## src/design/clock_offset_pi_pll_core_assert.svh

```systemverilog
// Assertion macros for the clock offset PI loop core.
// Each macro expects clk and rst_n in the scope where it is used.
`ifndef CLOCK_OFFSET_PI_PLL_CORE_ASSERT_SVH
`define CLOCK_OFFSET_PI_PLL_CORE_ASSERT_SVH

// condition must hold at every edge out of reset
`define COPLL_ASSERT_ALWAYS(lbl, cond, msg) \
    lbl: assert property (@(posedge clk) disable iff (!rst_n) (cond)) else $error(msg);

// consequent must hold in the cycle after the antecedent
`define COPLL_ASSERT_NEXT(lbl, ante, cons, msg) \
    lbl: assert property (@(posedge clk) disable iff (!rst_n) (ante) |=> (cons)) else $error(msg);

`endif

```

## src/design/copll_pkg.sv

```systemverilog
// Shared types and codes for the clock offset PI loop core.
// No dependencies.
`timescale 1ns / 1ps

package copll_pkg;

    typedef enum logic [3:0] {
        ST_IDLE,
        ST_CHECK,
        ST_PMUL,
        ST_PDIV,
        ST_IMUL,
        ST_IDIV,
        ST_INTEG,
        ST_TARGET,
        ST_DIFF,
        ST_EMUL,
        ST_FREQ,
        ST_PHDIV,
        ST_DONE
    } state_t;

    typedef enum logic [1:0] {
        STAT_ACCEPT = 2'd0,
        STAT_SEED   = 2'd1,
        STAT_REJECT = 2'd2
    } status_t;

    localparam logic [7:0] REG_PROP_GAIN   = 8'd0;
    localparam logic [7:0] REG_INTEG_GAIN  = 8'd1;
    localparam logic [7:0] REG_SMOOTH      = 8'd2;
    localparam logic [7:0] REG_LOCK_THRESH = 8'd3;

    localparam int MUL_STEPS = 19;

endpackage

```

## src/design/clock_offset_pi_pll_core.sv

```systemverilog
// Throughput: one sample at a time; a seeded or rejected sample goes from the check
// straight to the output, while for an accepted one three bit-serial divides on one
// shared divider and three 19-step shift-add multiplies on one shared multiplier
// set the sample time.
// Reset: asynchronous, active low; loop state and gains return to defaults.
// Depends on copll_pkg and clock_offset_pi_pll_core_assert.svh.
`timescale 1ns / 1ps

module clock_offset_pi_pll_core #(
    parameter int FRAC_BITS  = 40,
    parameter int LOCK_COUNT = 10
) (
    input  logic                                        clk,
    input  logic                                        rst_n,
    input  logic                                        s_axis_tvalid,
    output logic                                        s_axis_tready,
    input  logic [95:0]                                 s_axis_tdata,  // offset_us, stamp_us
    output logic                                        m_axis_tvalid,
    input  logic                                        m_axis_tready,
    // freq_adjust, phase_adjust, last_error
    output logic [((FRAC_BITS+66+7)/8)*8-1:0]           m_axis_tdata,
    output logic [2:0]                                  m_axis_tuser,  // locked, sample_status
    input  logic                                        cfg_valid,
    output logic                                        cfg_ready,
    input  logic [7:0]                                  cfg_index,
    input  logic [23:0]                                 cfg_data
);

    localparam int F    = FRAC_BITS;
    localparam int SW   = F + 14;
    localparam int AW   = F + 2;
    localparam int BW   = copll_pkg::MUL_STEPS;
    localparam int PW   = AW + BW;
    localparam int DW   = F + 35;
    localparam int RW   = 25;
    localparam int CW   = $clog2(DW + 1);
    localparam int IW   = F - 2;
    localparam int FW   = F + 1;
    localparam int OUTW = ((F + 66 + 7) / 8) * 8;

    localparam logic [63:0] ONE_U  = 64'd1 << F;
    localparam logic [63:0] ILIM_U = (ONE_U + 64'd5) / 64'd10;
    localparam logic [63:0] FLO_U  = (64'd9 * ONE_U + 64'd5) / 64'd10;
    localparam logic [63:0] FHI_U  = (64'd11 * ONE_U + 64'd5) / 64'd10;

    localparam logic signed [SW-1:0] ONE_S  = SW'(ONE_U);
    localparam logic signed [SW-1:0] ILIM_S = SW'(ILIM_U);
    localparam logic signed [SW-1:0] FLO_S  = SW'(FLO_U);
    localparam logic signed [SW-1:0] FHI_S  = SW'(FHI_U);
    localparam logic [FW-1:0]        ONE_F  = FW'(ONE_U);
    localparam logic [FW-1:0]        FLO_F  = FW'(FLO_U);
    localparam logic [FW-1:0]        FHI_F  = FW'(FHI_U);
    localparam logic [3:0]           LOCK_N = 4'(LOCK_COUNT);

    copll_pkg::state_t  state_reg, state_next;

    logic [18:0]        prop_gain_reg, prop_gain_next;
    logic [16:0]        integ_gain_reg, integ_gain_next;
    logic [15:0]        smooth_reg, smooth_next;
    logic [23:0]        thresh_reg, thresh_next;

    logic [62:0]        last_time_reg, last_time_next;
    logic [31:0]        last_off_reg, last_off_next;
    logic [IW-1:0]      integ_reg, integ_next;
    logic [FW-1:0]      freq_reg, freq_next;
    logic [32:0]        phase_reg, phase_next;
    logic [3:0]         stable_reg, stable_next;
    logic               lock_reg, lock_next;
    logic [1:0]         status_reg, status_next;
    logic               out_valid_reg, out_valid_next;
    logic [CW-1:0]      cnt_reg, cnt_next;

    logic [31:0]        off_reg, off_next;
    logic [62:0]        stamp_reg, stamp_next;
    logic [AW-1:0]      mul_a_reg, mul_a_next;
    logic [BW-1:0]      mul_b_reg, mul_b_next;
    logic [PW-1:0]      acc_reg, acc_next;
    logic [DW-1:0]      div_reg, div_next;
    logic [RW-1:0]      rem_reg, rem_next;
    logic               div_ten_reg, div_ten_next;
    logic               neg_reg, neg_next;
    logic signed [SW-1:0] p_reg, p_next;
    logic signed [SW-1:0] i_reg, i_next;
    logic [FW-1:0]      tgt_reg, tgt_next;
    logic [FW-1:0]      fout_reg, fout_next;
    logic [32:0]        pout_reg, pout_next;
    logic               lout_reg, lout_next;
    logic [31:0]        eout_reg, eout_next;
    logic [1:0]         sout_reg, sout_next;

    logic               in_fire;
    logic               mul_done;
    logic               div_done;
    logic               out_free;

    logic               off_neg;
    logic [31:0]        off_mag;
    logic signed [63:0] delta;
    logic               delta_bad;
    logic [RW:0]        div_t;
    logic [RW:0]        divisor;
    logic               div_ge;
    logic signed [SW-1:0] quot_s;
    logic signed [SW-1:0] term_s;
    logic signed [SW-1:0] isum;
    logic signed [SW-1:0] tsum;
    logic signed [F+1:0]  diff;
    logic [PW-17:0]     corr;
    logic signed [37:0] ph_num;
    logic [37:0]        ph_mag;
    logic signed [33:0] ph_q;

    assign in_fire  = s_axis_tvalid && s_axis_tready;
    assign mul_done = (cnt_reg == CW'(BW));
    assign div_done = (cnt_reg == CW'(DW));
    assign out_free = !out_valid_reg || m_axis_tready;

    always_comb
    begin
        state_next = state_reg;
        case (state_reg)
            copll_pkg::ST_IDLE:
                if (s_axis_tvalid) state_next = copll_pkg::ST_CHECK;
            copll_pkg::ST_CHECK:
                if (last_time_reg == 63'd0 || delta_bad) state_next = copll_pkg::ST_DONE;
                else state_next = copll_pkg::ST_PMUL;
            copll_pkg::ST_PMUL:  if (mul_done) state_next = copll_pkg::ST_PDIV;
            copll_pkg::ST_PDIV:  if (div_done) state_next = copll_pkg::ST_IMUL;
            copll_pkg::ST_IMUL:  if (mul_done) state_next = copll_pkg::ST_IDIV;
            copll_pkg::ST_IDIV:  if (div_done) state_next = copll_pkg::ST_INTEG;
            copll_pkg::ST_INTEG:  state_next = copll_pkg::ST_TARGET;
            copll_pkg::ST_TARGET: state_next = copll_pkg::ST_DIFF;
            copll_pkg::ST_DIFF:   state_next = copll_pkg::ST_EMUL;
            copll_pkg::ST_EMUL:  if (mul_done) state_next = copll_pkg::ST_FREQ;
            copll_pkg::ST_FREQ:   state_next = copll_pkg::ST_PHDIV;
            copll_pkg::ST_PHDIV: if (div_done) state_next = copll_pkg::ST_DONE;
            copll_pkg::ST_DONE:  if (out_free) state_next = copll_pkg::ST_IDLE;
            default:              state_next = copll_pkg::ST_IDLE;
        endcase
    end

    always_comb
    begin
        s_axis_tready = (state_reg == copll_pkg::ST_IDLE);
        cfg_ready     = 1'b1;
        m_axis_tvalid = out_valid_reg;
        m_axis_tdata  = OUTW'({eout_reg, pout_reg, fout_reg});
        m_axis_tuser  = {sout_reg, lout_reg};
    end

    always_comb
    begin
        off_neg   = off_reg[31];
        off_mag   = off_neg ? 32'(33'd0 - {1'b0, off_reg}) : off_reg;
        delta     = $signed({1'b0, stamp_reg}) - $signed({1'b0, last_time_reg});
        delta_bad = (delta <= 64'sd1000) || (delta > 64'sd5000000);
        divisor   = div_ten_reg ? (RW+1)'(10) : (RW+1)'(10000000);
        div_t     = {rem_reg, div_reg[DW-1]};
        div_ge    = (div_t >= divisor);
        quot_s    = $signed(div_reg[SW-1:0]);
        term_s    = neg_reg ? -quot_s : quot_s;
        isum      = SW'($signed(integ_reg)) + i_reg;
        tsum      = ONE_S - (p_reg + SW'($signed(integ_reg)));
        diff      = $signed({1'b0, tgt_reg}) - $signed({1'b0, freq_reg});
        corr      = acc_reg[PW-1:16];
        ph_num    = ($signed({{5{phase_reg[32]}}, phase_reg}) <<< 3)
                    + $signed({{5{phase_reg[32]}}, phase_reg})
                    - $signed({{6{off_reg[31]}}, off_reg});
        ph_mag    = ph_num[37] ? 38'(39'd0 - {1'b0, ph_num}) : ph_num;
        ph_q      = $signed(div_reg[33:0]);
    end

    always_comb
    begin
        prop_gain_next  = prop_gain_reg;
        integ_gain_next = integ_gain_reg;
        smooth_next     = smooth_reg;
        thresh_next     = thresh_reg;
        last_time_next  = last_time_reg;
        last_off_next   = last_off_reg;
        integ_next      = integ_reg;
        freq_next       = freq_reg;
        phase_next      = phase_reg;
        stable_next     = stable_reg;
        lock_next       = lock_reg;
        status_next     = status_reg;
        out_valid_next  = out_valid_reg;
        cnt_next        = cnt_reg;
        off_next        = off_reg;
        stamp_next      = stamp_reg;
        mul_a_next      = mul_a_reg;
        mul_b_next      = mul_b_reg;
        acc_next        = acc_reg;
        div_next        = div_reg;
        rem_next        = rem_reg;
        div_ten_next    = div_ten_reg;
        neg_next        = neg_reg;
        p_next          = p_reg;
        i_next          = i_reg;
        tgt_next        = tgt_reg;
        fout_next       = fout_reg;
        pout_next       = pout_reg;
        lout_next       = lout_reg;
        eout_next       = eout_reg;
        sout_next       = sout_reg;

        if (out_valid_reg && m_axis_tready)
            out_valid_next = 1'b0;

        if (cfg_valid)
        begin
            case (cfg_index)
                copll_pkg::REG_PROP_GAIN:
                    prop_gain_next = (cfg_data[18:0] < 19'd66) ? 19'd66 :
                                     (cfg_data[18:0] > 19'd327680) ? 19'd327680 :
                                     cfg_data[18:0];
                copll_pkg::REG_INTEG_GAIN:
                    integ_gain_next = (cfg_data[16:0] < 17'd7) ? 17'd7 :
                                      (cfg_data[16:0] > 17'd65536) ? 17'd65536 :
                                      cfg_data[16:0];
                copll_pkg::REG_SMOOTH:
                    smooth_next = (cfg_data[15:0] < 16'd66) ? 16'd66 :
                                  (cfg_data[15:0] > 16'd65470) ? 16'd65470 :
                                  cfg_data[15:0];
                copll_pkg::REG_LOCK_THRESH:
                    thresh_next = cfg_data;
                default: ;
            endcase
        end

        case (state_reg)
            copll_pkg::ST_IDLE:
                if (in_fire)
                begin
                    off_next   = s_axis_tdata[31:0];
                    stamp_next = s_axis_tdata[94:32];
                end
            copll_pkg::ST_CHECK:
            begin
                cnt_next   = '0;
                acc_next   = '0;
                mul_a_next = AW'(off_mag);
                mul_b_next = prop_gain_reg;
                neg_next   = off_neg;
                if (last_time_reg == 63'd0)
                begin
                    last_time_next = stamp_reg;
                    last_off_next  = off_reg;
                    phase_next     = 33'(33'd0 - {off_reg[31], off_reg});
                    status_next    = copll_pkg::STAT_SEED;
                end
                else if (delta_bad)
                begin
                    last_time_next = stamp_reg;
                    status_next    = copll_pkg::STAT_REJECT;
                end
            end
            copll_pkg::ST_PMUL, copll_pkg::ST_IMUL, copll_pkg::ST_EMUL:
            begin
                if (!mul_done)
                begin
                    acc_next   = PW'(acc_reg << 1) + (mul_b_reg[BW-1] ? PW'(mul_a_reg) : '0);
                    mul_b_next = mul_b_reg << 1;
                    cnt_next   = cnt_reg + 1'b1;
                end
                else if (state_reg != copll_pkg::ST_EMUL)
                begin
                    div_next     = {acc_reg[50:0], {(F-16){1'b0}}};
                    rem_next     = '0;
                    div_ten_next = 1'b0;
                    cnt_next     = '0;
                end
            end
            copll_pkg::ST_PDIV, copll_pkg::ST_IDIV, copll_pkg::ST_PHDIV:
            begin
                if (!div_done)
                begin
                    rem_next = div_ge ? RW'(div_t - divisor) : RW'(div_t);
                    div_next = {div_reg[DW-2:0], div_ge};
                    cnt_next = cnt_reg + 1'b1;
                end
                else if (state_reg == copll_pkg::ST_PDIV)
                begin
                    p_next     = term_s;
                    cnt_next   = '0;
                    acc_next   = '0;
                    mul_a_next = AW'(off_mag);
                    mul_b_next = BW'(integ_gain_reg);
                end
                else if (state_reg == copll_pkg::ST_IDIV)
                begin
                    i_next = term_s;
                end
                else
                begin
                    phase_next = neg_reg ? 33'(-ph_q) : ph_q[32:0];
                    if (off_mag < {8'd0, thresh_reg})
                    begin
                        if (stable_reg < LOCK_N)
                            stable_next = stable_reg + 4'd1;
                        if (stable_reg + 4'd1 >= LOCK_N)
                            lock_next = 1'b1;
                    end
                    else
                    begin
                        stable_next = 4'd0;
                        lock_next   = 1'b0;
                    end
                    last_off_next  = off_reg;
                    last_time_next = stamp_reg;
                    status_next    = copll_pkg::STAT_ACCEPT;
                end
            end
            copll_pkg::ST_INTEG:
                integ_next = (isum > ILIM_S) ? IW'(ILIM_S) :
                             (isum < -ILIM_S) ? IW'(-ILIM_S) : isum[IW-1:0];
            copll_pkg::ST_TARGET:
                tgt_next = (tsum < FLO_S) ? FLO_F :
                           (tsum > FHI_S) ? FHI_F : tsum[FW-1:0];
            copll_pkg::ST_DIFF:
            begin
                neg_next   = diff[F+1];
                mul_a_next = diff[F+1] ? AW'(-diff) : AW'(diff);
                mul_b_next = BW'(smooth_reg);
                acc_next   = '0;
                cnt_next   = '0;
            end
            copll_pkg::ST_FREQ:
            begin
                freq_next    = neg_reg ? freq_reg - FW'(corr) : freq_reg + FW'(corr);
                neg_next     = ph_num[37];
                div_next     = DW'(ph_mag);
                rem_next     = '0;
                div_ten_next = 1'b1;
                cnt_next     = '0;
            end
            copll_pkg::ST_DONE:
                if (out_free)
                begin
                    out_valid_next = 1'b1;
                    fout_next      = freq_reg;
                    pout_next      = phase_reg;
                    lout_next      = lock_reg;
                    eout_next      = last_off_reg;
                    sout_next      = status_reg;
                end
            default: ;
        endcase
    end

    always_ff @(posedge clk or negedge rst_n)
    begin
        if (!rst_n)
        begin
            state_reg      <= copll_pkg::ST_IDLE;
            prop_gain_reg  <= 19'd32768;
            integ_gain_reg <= 17'd655;
            smooth_reg     <= 16'd32768;
            thresh_reg     <= 24'd1000;
            last_time_reg  <= '0;
            last_off_reg   <= '0;
            integ_reg      <= '0;
            freq_reg       <= ONE_F;
            phase_reg      <= '0;
            stable_reg     <= '0;
            lock_reg       <= 1'b0;
            status_reg     <= copll_pkg::STAT_ACCEPT;
            out_valid_reg  <= 1'b0;
            cnt_reg        <= '0;
        end
        else
        begin
            state_reg      <= state_next;
            prop_gain_reg  <= prop_gain_next;
            integ_gain_reg <= integ_gain_next;
            smooth_reg     <= smooth_next;
            thresh_reg     <= thresh_next;
            last_time_reg  <= last_time_next;
            last_off_reg   <= last_off_next;
            integ_reg      <= integ_next;
            freq_reg       <= freq_next;
            phase_reg      <= phase_next;
            stable_reg     <= stable_next;
            lock_reg       <= lock_next;
            status_reg     <= status_next;
            out_valid_reg  <= out_valid_next;
            cnt_reg        <= cnt_next;
        end
    end

    always_ff @(posedge clk)
    begin
        off_reg     <= off_next;
        stamp_reg   <= stamp_next;
        mul_a_reg   <= mul_a_next;
        mul_b_reg   <= mul_b_next;
        acc_reg     <= acc_next;
        div_reg     <= div_next;
        rem_reg     <= rem_next;
        div_ten_reg <= div_ten_next;
        neg_reg     <= neg_next;
        p_reg       <= p_next;
        i_reg       <= i_next;
        tgt_reg     <= tgt_next;
        fout_reg    <= fout_next;
        pout_reg    <= pout_next;
        lout_reg    <= lout_next;
        eout_reg    <= eout_next;
        sout_reg    <= sout_next;
    end

`include "clock_offset_pi_pll_core_assert.svh"

    `COPLL_ASSERT_ALWAYS(a_freq_range, (freq_reg >= FLO_F) && (freq_reg <= FHI_F), "freq out of range")
    `COPLL_ASSERT_ALWAYS(a_lock_count, !lock_reg || (stable_reg == LOCK_N), "lock without full count")
    `COPLL_ASSERT_NEXT(a_accept_check, in_fire, state_reg == copll_pkg::ST_CHECK, "accept did not start check")

endmodule
```

## config.mk

```make
export PLATFORM = sky130hd
export DESIGN_NAME = clock_offset_pi_pll_core
export DESIGN_NICKNAME = d
export VERILOG_FILES = /design/src/design/copll_pkg.sv /design/src/design/clock_offset_pi_pll_core.sv
export VERILOG_INCLUDE_DIRS = /design/src /design/src/design
export SDC_FILE = /design/constraint.sdc
export NUM_CORES = 2
export LEC_CHECK = 0
export BUFFER_PORTS_ARGS = -buffer_cell sky130_fd_sc_hd__buf_2
export CORE_UTILIZATION = 55
export DETAILED_ROUTE_END_ITERATION = 16
export PLACE_DENSITY_LB_ADDON = 0.05
export SYNTH_ARGS = -nofsm -noshare
export SYNTH_HDL_FRONTEND = slang
export SYNTH_SLANG_ARGS = --single-unit
```

## constraint.sdc

```tcl
create_clock -name clk -period 30.5 [get_ports clk]
set_clock_uncertainty 0.1 [all_clocks]
set_input_delay 4.575 -clock clk [delete_from_list [all_inputs] [get_ports clk]]
set_output_delay 4.575 -clock clk [all_outputs]
set_load 0.02 [all_outputs]
```

== Word-level counts from Yosys, hierarchy flattened ==
Index checks and enable logic that the tools add are counted.
Word-level totals
  bits in registers: 875
  input bits: 133
  output and inout bits: 118
  logic and storage cells: 236
Operators by class
  add/subtract/negate cells: 19
  magnitude comparators: 16
  equal/unequal tests: 40
  mux-type cells: 85
  bitwise operators: 2
  reductions and logical operators: 41
Operator list (number)
  $mux 63: 5
  $mux 75: 3
  $pmux 75 s3: 1
  $mux 57: 3
  $pmux 57 s3: 1
  $mux 42: 4
  $mux 33: 5
  $mux 32: 5
  $pmux 42 s3: 1
  $pmux 63 s2: 1
  $mux 38: 3
  $mux 25: 4
  $mux 19: 5
  $mux 41: 2
  $pmux 19 s4: 1
  $pmux 25 s3: 1
  $pmux 33 s2: 1
  $gt 64x24->1 const B: 1
  $le 64x11->1 const B: 1
  $pmux 32 s2: 1
  $sub 63x63->64: 1
  $logic_not 63->1: 1
  $add 57x42->57: 1
  $add 38x54->54: 1
  71 further kinds: 150

== Logic depth before layout (Yosys ltp) ==
  word-level depth: 6
  depth in mapped cells: 24
  mapped depth without buffers: 24

== Least setup slack after synthesis ==
OpenSTA, ideal clock, no wires.
  path type: input-to-reg
  from: input port m_axis_tready
  to: register eout_reg[0], enable pin
  setup time: 0.882 ns
  arrival: 15.858 ns
  required time: 29.518 ns
  path slack: 13.660 ns
  stages: 2
  buffers on the path: 0
  path through: nand2b_1 -> nor4b_1
On the way
  longest elaborated chain between the ends: 2
Ends and longest elaborated chain
  start: declaration: line clock_offset_pi_pll_core.sv:19  | input logic m_axis_tready,
  $logic_or 1x1->1: line clock_offset_pi_pll_core.sv:116  | assign out_free = !out_valid_reg || m_axis_tready;
  $reduce_and 2->1 (no line)
  end signal: assignment: line clock_offset_pi_pll_core.sv:408  | eout_reg <= eout_next;
  end: declaration: line clock_offset_pi_pll_core.sv:88  | logic [31:0] eout_reg, eout_next;
No other way between the ends.
A chain may end at the register's enable or synchronous reset.

== Worst setup path in the final report ==
  from: register state_reg[2]
  to: output port s_axis_tready
On the way
  longest elaborated chain between the ends: 1
Ends and longest elaborated chain
  start: declaration: line clock_offset_pi_pll_core.sv:55  | copll_pkg::state_t state_reg, state_next;
  start signal: assignment: line clock_offset_pi_pll_core.sv:355  | state_reg <= copll_pkg::ST_IDLE;
  start signal: assignment: line clock_offset_pi_pll_core.sv:373  | state_reg <= state_next;
  $logic_not 4->1: line clock_offset_pi_pll_core.sv:144  | s_axis_tready = (state_reg == copll_pkg::ST_IDLE);
  end: declaration: line clock_offset_pi_pll_core.sv:16  | output logic s_axis_tready,
No other way between the ends.

==> insert_results.sql <==
INSERT INTO impl_metrics (metric_group, metric, value, unit) VALUES
('placement', 'placed_area', '0.06263', 'mm^2'),
('routing', 'postRouteWirelength', '173.4', 'mm'),
('sta', 'rsz0062_at_grt', 'no', ''),
('worst_setup_path', 'crit_path_start_kind', 'flop', ''),
('floorplan', 'initial_core_util', '55.80', '%'),
('routing', 'wl_per_cell', '21.72', 'um'),
('global_routing', 'antenna_violations_before_repair', '8', ''),
('routing', 'antenna_left', '0', ''),
('layout', 'fin_area', '0.06599', 'mm^2'),
('clocking', 'cts_tree', 'done', ''),
('clocking', 'cts_hold_buf', '0', ''),
('worst_setup_path', 'path_class', 'flop to output port', ''),
('floorplan', 'num_rows', '120', ''),
('power_and_ir_drop', 'power_density', '114.9', 'mW/mm^2'),
('routing', 'dr.first_iter.drc_count', '4195', ''),
('layout', 'largest_register_ffs', '75', ''),
('yosys', 'synthDominantAreaCellType', 'edfxtp_1', ''),
('yosys', 'synth.top_cell.area_share', '28.64', '%'),
('worst_setup_path', 'worst_setup_path_end_kind', 'output port', ''),
('sta', 'hold_viol_final', '0', ''),
('global_routing', 'grt_max_degree', '83', ''),
('yosys', 'synthesis.yosys.warnings', '0', ''),
('routing', 'post_drt_via_cell_ratio', '6.097', ''),
('global_routing', 'global_route_total_overflow', '0', ''),
('floorplan', 'die_height', '332.5', 'um'),
('sta', 'setup_viol_count_final', '0', ''),
('global_routing', 'grt_pass1_wl', '266.8', 'mm'),
('power_and_ir_drop', 'cellLeakagePower', '27.64', 'nW'),
('layout', 'postLayoutCoreUtil', '61.30', '%'),
('routing', 'first_pass_iters', '6', ''),
('sta', 'final-max-slew-violation-count', '0', ''),
('sta', 'final_period_minus_worst_setup_slack', '7478', 'ps'),
('clocking', 'htreeDepth', '3', ''),
('yosys', 'yosys_register_bits', '875', ''),
('sta', 'period_share', '24.52', '%'),
('hold_path', 'min-delay-start', 'last_off_reg[26]$_DFFE_PN0P_', ''),
('clocking', 'clkLatencyLatePin', '700', 'ps'),
('outcome', 'outcome', 'complete, no violations', ''),
('power_and_ir_drop', 'totalPowerFinal', '0.007582', 'W'),
('routing', 'drc_errors', '0', ''),
('layout', 'final_nets', '7087', ''),
('worst_setup_path', 'worst_ep_required_time', '25830', 'ps'),
('yosys', 'synth-async-reset-ratio', '34.51', '%'),
('worst_setup_path', 'regToRegStartpoint', 'integ_reg[1]$_DFFE_PN0P_', ''),
('sta', 'max-slew-margin-rel', '15.49', '%'),
('layout', 'area_delta_synth_final', '9.852', '%'),
('worst_setup_path', 'critPathArrivalTime', '2800', 'ps'),
('global_routing', 'vias_in_the_first_global_route', '46080', ''),
('routing', 'route.vias.total', '48690', ''),
('power_and_ir_drop', 'highest_ir_drop_seen_on_vdd', '78.75', 'uV'),
('hold_path', 'min_path_type', 'flop to flop', ''),
('worst_setup_path', 'timing.critical_path.fanout_max', '18', ''),
('clocking', 'cts.sinks', '875', ''),
('yosys', 'syn-instance-count', '6337', ''),
('clocking', 'cts_root_buf', 'clkbuf_16', ''),
('worst_setup_path', 'worst_setup_path_startpoint', 'state_reg[2]$_DFFE_PN0P_', ''),
('yosys', 'yosysSeqAreaShare', '41.26', '%'),
('clocking', 'cts.reportedPaths.clkPinSlew', '60', 'ps'),
('sta', 'finalSetupTns', '0', 'ps'),
('yosys', 'primary_flip_flop_cell_chosen_by_synthesis_mapping', 'edfxtp_1', ''),
('clocking', 'cts.path.max_buffers', '3', ''),
('placement', 'gp_congestion', '0.9558', ''),
('global_routing', 'track_usage', '30.79', '%'),
('sta', 'max_clock_freq', '0.1337', 'GHz'),
('clocking', 'resize_count_post_cts', '0', ''),
('layout', 'layout_cells_sized_above_1', '10.62', '%'),
('sta', 'worst_pin_slew', '1259', 'ps'),
('floorplan', 'die-width', '332.5', 'um'),
('floorplan', 'core-area', '0.1077', 'mm^2'),
('yosys', 'netlist_top_cells_area', 'edfxtp_1 29%, dfrtp_1 12%, ha_1 8.9%', ''),
('floorplan', 'design.die.area', '0.1105', 'mm^2'),
('yosys', 'syn_area_per_cell', '9.479', 'um^2'),
('placement', 'detailedPlacementHpwl', '133.0', 'mm'),
('yosys', 'syn-cell-area', '0.06007', 'mm^2'),
('yosys', 'yosysUniqueCellTypes', '95', ''),
('placement', 'port-buffer-count', '242', ''),
('layout', 'filler_cell_count', '9228', ''),
('flow_run', 'max-cap-violations', '0', ''),
('clocking', 'cts_setup_buffers', '0', ''),
('yosys', 'synth_edf_count', '573', ''),
('clocking', 'cts-buffers-inserted', '97', ''),
('floorplan', 'top_level_ports', '251', '');
cell type report:
| type | instances | area [um^2] | area share, % |
|---|---|---|---|
| clock inverter | 57 | 638.1 | 0.9670 |
| sequential | 875 | 24780 | 37.56 |
| clock buffer | 126 | 2699 | 4.090 |
| tap | 1403 | 1755 | 2.660 |
| multi-input combinational | 4758 | 32740 | 49.61 |
| timing repair buffer | 294 | 1612 | 2.442 |
| inverter | 464 | 1742 | 2.639 |
| antenna | 9 | 22.52 | 0.03413 |
cell usage after synthesis, types with 81 or more instances:
cell and n:
a21o_1 195, a31oi_1 84, edfxtp_1 573, and2_1 86
clkbuf_1 214, nor2_1 464, mux2_2 131, dfrtp_1 287
ha_1 425, nor3_1 112, o21ai_0 396, nand2_1 596
inv_1 463, xnor2_1 319, xor2_1 195, nand3_1 134
a21oi_1 470, nand4_1 81
where the power goes:
part | internal, W | switching (W)
clock | 0.000708 | 0.000515
sequential | 0.00178 | 0.000293
combinational | 0.00160 | 0.00269
total | 0.00408 | 0.00350
layout by cell type, fill, tap and decap left out, types with 19 or more instances in the layout:
master / count
inv_1: 463
nor3_1: 109
nand4_1: 81
a21o_1: 194
clkbuf_16: 99
xnor2_1: 319
o21bai_1: 51
edfxtp_1: 573
dfrtp_1: 287
a21oi_1: 468
and2_1: 85
a22o_1: 36
fa_1: 39
or4_1: 22
buf_2: 241
and3_1: 42
mux2_2: 131
nand2b_1: 69
a22oi_1: 30
o211ai_1: 37
a2111oi_0: 21
o21ai_0: 396
nand2_1: 594
a31oi_1: 84
nor2b_1: 34
nor4_1: 65
a211o_1: 19
a211oi_1: 42
nor2_1: 462
clkinv_2: 19
or3_1: 63
o31ai_1: 52
nor3b_1: 19
xor2_1: 194
nand3_1: 134
ha_1: 425
o21a_1: 63
or2_2: 28
a221oi_1: 19
buf_4: 52
stage by stage:
stage | worst slack, ps | std cells | hold WS (ps)
after global placement | 22870 | 7794 | 323.6
after CTS | 23070 | 7977 | 345.0
final | 23020 | 7986 | 343.3
after global routing | 23030 | 7978 | 351.3
after floorplan | 13660 | 6342 | 321.1
after detailed placement | 22840 | 7794 | 332.7
routing by layer:
layer | track usage, % | up-vias | wire (um)
met5 | 0 | - | 70
met4 | 8.905 | 10 | 4716
met3 | 5.072 | 243 | 12450
met2 | 48.45 | 1528 | 77560
met1 | 43.66 | 23550 | 78630
li1 | - | 23360 | -
cells by family (layout without fill, tap and decap cells):
| group | Yosys count | after routing | share of synthesized area, % |
|---|---|---|---|
| simple gates | 1887 | 1887 | 15.13 |
| other cells | 2 | 16 | 0.01250 |
| fa+ha+maj | 464 | 464 | 10.15 |
| compound gates | 1737 | 1737 | 18.67 |
| buf+inv | 709 | 941 | 4.509 |
| mux | 149 | 149 | 2.776 |
| flops | 875 | 875 | 41.26 |
| xor+xnor | 514 | 514 | 7.494 |
worst max-delay path, cell delays in order, from the launching register on:
cell and delay, ps:
dfrtp_1 600, or2_2 470, nor3_1 710, buf_2 310
final timing paths:
check / cells after the start / endpoint / slack (ps)
max: 3 / s_axis_tready / 23020
min: 0 / eout_reg[26]$_DFFE_PP_ / 340
max reg2reg: 18 / tgt_reg[1]$_SDFFCE_PP1P_ / 23560
max in group asynchronous: 4 / freq_reg[36]$_DFFE_PN0P_ / 23700
min in group asynchronous: 1 / last_time_reg[57]$_DFFE_PN0P_ / 3720
min reg2reg: 0 / eout_reg[26]$_DFFE_PP_ / 340
(Power assumes the default switching activity.)
